<file path="config.mk">
export PLATFORM = sky130hd
export DESIGN_NAME = tli_muldiv
export DESIGN_NICKNAME = d
export VERILOG_FILES = /design/src/tli_pkg.sv /design/src/tli_muldiv.sv
export SDC_FILE = /design/constraint.sdc
export NUM_CORES = 2
export LEC_CHECK = 0
export BUFFER_PORTS_ARGS = -buffer_cell sky130_fd_sc_hd__buf_2
export CAP_MARGIN = 20
export CELL_PAD_IN_SITES_DETAIL_PLACEMENT = 0
export CELL_PAD_IN_SITES_GLOBAL_PLACEMENT = 1
export CORE_ASPECT_RATIO = 1.25
export CORE_MARGIN = 2
export CORE_UTILIZATION = 35
export CTS_CLUSTER_DIAMETER = 60
export DETAILED_ROUTE_END_ITERATION = 10
export GPL_ROUTABILITY_DRIVEN = 0
export PLACE_DENSITY = 0.67
export SYNTH_ARGS = -nofsm -noshare
export SYNTH_HDL_FRONTEND = slang
export SYNTH_SLANG_ARGS = --single-unit
</file>
<file path="constraint.sdc">
create_clock -name clock -period 7.9 [get_ports clock]
set_input_delay 1.58 -clock clock [delete_from_list [all_inputs] [get_ports clock]]
set_output_delay 1.58 -clock clock [all_outputs]
set_load 0.02 [all_outputs]
</file>
<file path="src/tli_pkg.sv">
`timescale 1ns / 1ps
package tli_pkg;

   localparam int TABLE_DEPTH = 256;
   localparam int VALUE_WIDTH = 32;
   localparam int ADDR_WIDTH  = 8;
   localparam int COUNT_WIDTH = 9;
   localparam int DIFF_WIDTH  = VALUE_WIDTH + 1;
   localparam int PROD_WIDTH  = 2 * DIFF_WIDTH;
   localparam int STEP_WIDTH  = 7;

   typedef enum logic [1:0] {
      OP_CLEAR = 2'd0,
      OP_PUSH  = 2'd1,
      OP_EVAL  = 2'd2,
      OP_NOP   = 2'd3
   } tli_op_type;

   typedef enum logic [2:0] {
      ST_OK        = 3'd0,
      ST_RANGE     = 3'd1,
      ST_TOO_FEW   = 3'd2,
      ST_UNORDERED = 3'd3,
      ST_FULL      = 3'd4
   } tli_status_type;

   typedef enum logic {
      CSR_ACCEL  = 1'b0,
      CSR_EXTRAP = 1'b1
   } tli_csr_type;

   typedef enum logic [3:0] {
      S_IDLE,
      S_PUSH_CHK,
      S_EV_X0,
      S_EV_XL,
      S_EV_C,
      S_EV_C1,
      S_SRCH,
      S_SRCH_CMP,
      S_SEG_LO,
      S_SEG_HI,
      S_MUL,
      S_WAIT,
      S_DONE
   } tli_state_type;

endpackage

</file>
<file path="src/tli_muldiv.sv">
`timescale 1ns / 1ps
module tli_muldiv
   import tli_pkg::*;
(
   input  logic                  clock,
   input  logic                  reset,
   input  logic                  start,
   input  logic [DIFF_WIDTH-1:0] mul_a,
   input  logic [DIFF_WIDTH-1:0] mul_b,
   input  logic [DIFF_WIDTH-1:0] divisor,
   output logic                  done,
   output logic [PROD_WIDTH-1:0] quotient
);

   // The product is formed once, then a restoring divider shifts one
   // quotient bit into it per cycle.
   logic [PROD_WIDTH-1:0] prod_ff, prod_in;
   logic [DIFF_WIDTH-1:0] rem_ff, rem_in;
   logic [DIFF_WIDTH-1:0] div_ff, div_in;
   logic [STEP_WIDTH-1:0] step_ff, step_in;
   logic                  busy_ff, busy_in;
   logic                  done_ff, done_in;
   logic [DIFF_WIDTH:0]   trial;

   always_comb begin
      prod_in = prod_ff;
      rem_in  = rem_ff;
      div_in  = div_ff;
      step_in = step_ff;
      busy_in = busy_ff;
      done_in = 1'b0;
      trial   = {rem_ff, prod_ff[PROD_WIDTH-1]} - {1'b0, div_ff};
      if (start) begin
         prod_in = PROD_WIDTH'(mul_a) * PROD_WIDTH'(mul_b);
         rem_in  = '0;
         div_in  = divisor;
         step_in = STEP_WIDTH'(PROD_WIDTH);
         busy_in = 1'b1;
      end else if (busy_ff) begin
         if (!trial[DIFF_WIDTH]) begin
            rem_in  = trial[DIFF_WIDTH-1:0];
            prod_in = {prod_ff[PROD_WIDTH-2:0], 1'b1};
         end else begin
            rem_in  = {rem_ff[DIFF_WIDTH-2:0], prod_ff[PROD_WIDTH-1]};
            prod_in = {prod_ff[PROD_WIDTH-2:0], 1'b0};
         end
         step_in = step_ff - 1'b1;
         if (step_ff == STEP_WIDTH'(1)) begin
            busy_in = 1'b0;
            done_in = 1'b1;
         end
      end
   end

   always_ff @(posedge clock) begin
      if (reset) begin
         busy_ff <= 1'b0;
         done_ff <= 1'b0;
         step_ff <= '0;
      end else begin
         busy_ff <= busy_in;
         done_ff <= done_in;
         step_ff <= step_in;
      end
      prod_ff <= prod_in;
      rem_ff  <= rem_in;
      div_ff  <= div_in;
   end

   assign done     = done_ff;
   assign quotient = prod_ff;

endmodule

</file>
==> out/results.txt <==
Crit Path Max Fanout - 7
Worst EP required - 8.08 ns
Pre-CTS setup slack - -1.228 ns
1st-iter DRT viols - 1476
Clock buffer depth - 2
Minimum clock period - 8.226 ns
Via/cell ratio - 4.794
Layout cells sized above 1 - 20.65%
Area after DPL - 49010 um^2
Core area - 122700 um^2
Placed cells - 6700
Initial Util - 35.15%
CTS tree - built
Layout area overhead - 21.58%
Outcome - finished, violations left
Most frequent cells in the layout - inv_1, fa_1, nand2_1
Antenna violations before repair - 5
Post-DP HPWL - 107400 um
Ys flop type - edfxtp_1
Syn nets - 6091
Setup ws final - -0.3260 ns
Clock sinks - 141
Detailed Route WL - 125700 um
Post-synth EDFFs - 99
Yosys warns - 0
Router iterations before antenna repair - 7
Cell area after layout - 52430 um^2
Average wire per standard cell - 18.50 um
Avg Cell Area, Syn - 9.117 um^2
Worst path arrival time - 8.41 ns
Top Ports - 169
Full die area - 126100 um^2
Cell variety after synth - 73
Slew @ Worst Pin - 0.8967 ns
Synthesized flop and latch total - 141
H-Tree Depth - 4
Number of buffers created by CTS - 17
Crit share post-route - 104.1%
Kind of end point of the critical path - flip-flop
Critical path startpoint category - input pin
# setup viols final - 36
Remaining DRCs - 0
Class of the worst hold path - reg -> reg
First-pass GRT wire length - 200400 um
Num rows - 144
Failing checks - negative setup slack
Die W - 318.0 um
Clock Skews - 0.01064 ns
GRT Total Usage - 20.25%
Number of global-route vias before repair - 35750
Maxcap violations - 0
Post-synthesis sequential area ratio - 8.843%
Worst-Skew Late Latency - 0.44 ns
Fraction of registers with async set/reset - 0%
Fin cells - 6797
Nets - 6539
Clk root buf - clkbuf_16
Hold slack final - 0.4817 ns
FMAX - 121.6 MHz
Clk slew on worst S/H paths - 0.06 ns
GR Overflow Total - 0
N_diodes - 0
DRT antenna net count - 0
RSZ-0062 raised after global routing - true
Most common library cell in the layout ignoring fill and taps - inv_1
Chip height - 396.4 um
Critical path class - in -> reg
Port-buffer cells - 168
Slew HR - 40.22%
Gate Count Post-Synth - 4730
Pin count of the biggest net entering global routing - 68
Mapped Area - 43120 um^2
Final Hold Viols - 0
Pins Over Slew Limit - 0
DR vias - 32580
[metrics by stage]
| stage | TNS [ns] | util (%) |
|---|---|---|
| 6_report | -5.930 | 42.73 |
| 5_1_grt | -11.98 | 42.73 |
| 2_1_floorplan | -2.194 | - |
| 3_3_place_gp | -41.17 | 39.94 |
| 3_5_place_dp | -41.92 | 39.94 |
| 4_1_cts | -6.499 | 41.59 |
[path summary, 6_finish.rpt]
kind | start | to | slack [ns] | depth (start not counted)
max | mul_a[18] | quotient[56] | -0.33 | 28
max reg2reg | div_ff[1] | rem_ff[1] | 4.25 | 12
min | rem_ff[30] | rem_ff[30] | 0.48 | 2
min reg2reg | rem_ff[30] | rem_ff[30] | 0.48 | 2
[timing repair]
| item | 4_1_cts | 5_1_grt |
|---|---|---|
| pin swaps | 125 | 128 |
| buffers inserted | 26 | 37 |
| gates resized for setup | 274 | 256 |
| gates cloned | 2 | 7 |
| endpoints found under the setup margin | 45 | 46 |
| hold buffers | 0 | 0 |
[metal layers]
layer	GRT usage [%]	up-vias	wire length, um
met5	0	-	33
met4	4.779	6	3873
met3	2.156	147	4211
met2	37.07	533	65160
met1	25.51	16900	52440
li1	-	15000	-
[synth_stat cells, drive strengths merged, types with 54 or more instances]
library cell | number | area share, %
nand2 | 638 | 5.6
clkbuf | 248 | 2.2
inv | 1095 | 9.5
o21ai | 65 | 0.76
and2 | 558 | 8.1
a21oi | 110 | 1.3
mux2 | 54 | 1.4
nor2 | 96 | 0.84
fa | 959 | 45
xnor2 | 58 | 1.2
edfxtp | 99 | 6.9
ha | 300 | 8.7
[layout make-up]
type / instances / area, um^2
clock buffers: 28 / 625.6
flip-flops and latches: 141 / 3815
inverters: 1096 / 4114
multi-input cells: 3236 / 35690
repair buffers: 686 / 6152
well taps: 1606 / 2009
fillers: 12110 / 70270
clock inverters: 4 / 26.28
[cells by family after synthesis]
logic type | share of synthesized area [%]
multiplexers | 2.045
flip-flops | 8.844
AND/OR/NAND/NOR | 16.38
adder cells (fa/ha/maj) | 53.22
AO/OA/AOI/OAI | 5.843
buffers and inverters | 11.88
XOR/XNOR | 1.787
[sequential cells by signal (all words and copies together), names as in the netlist]
name and cells:
busy_ff 1, div_ff 33, done 1, quotient 66, rem_ff 33, step_ff 7
[worst max-delay path: stages]
cell and delay, ns:
buf_16 0.13, buf_6 0.15, and2_4 0.14, fa_1 0.51
inv_2 0.05, fa_1 0.53, inv_1 0.06, fa_1 0.53
inv_2 0.05, fa_1 0.47, inv_1 0.05, fa_1 0.48
fa_2 0.49, fa_2 0.59, inv_2 0.05, fa_1 0.49
inv_2 0.05, ha_4 0.23, buf_12 0.13, a21o_1 0.18
a21oi_2 0.19, a21boi_4 0.22, o21ai_2 0.10, a31oi_2 0.23
buf_6 0.16, o211a_4 0.22, xnor2_2 0.09, mux2_4 0.26
Power is not shown: default switching activity piles up to over one toggle a cycle in this logic, so the estimate is an artifact.
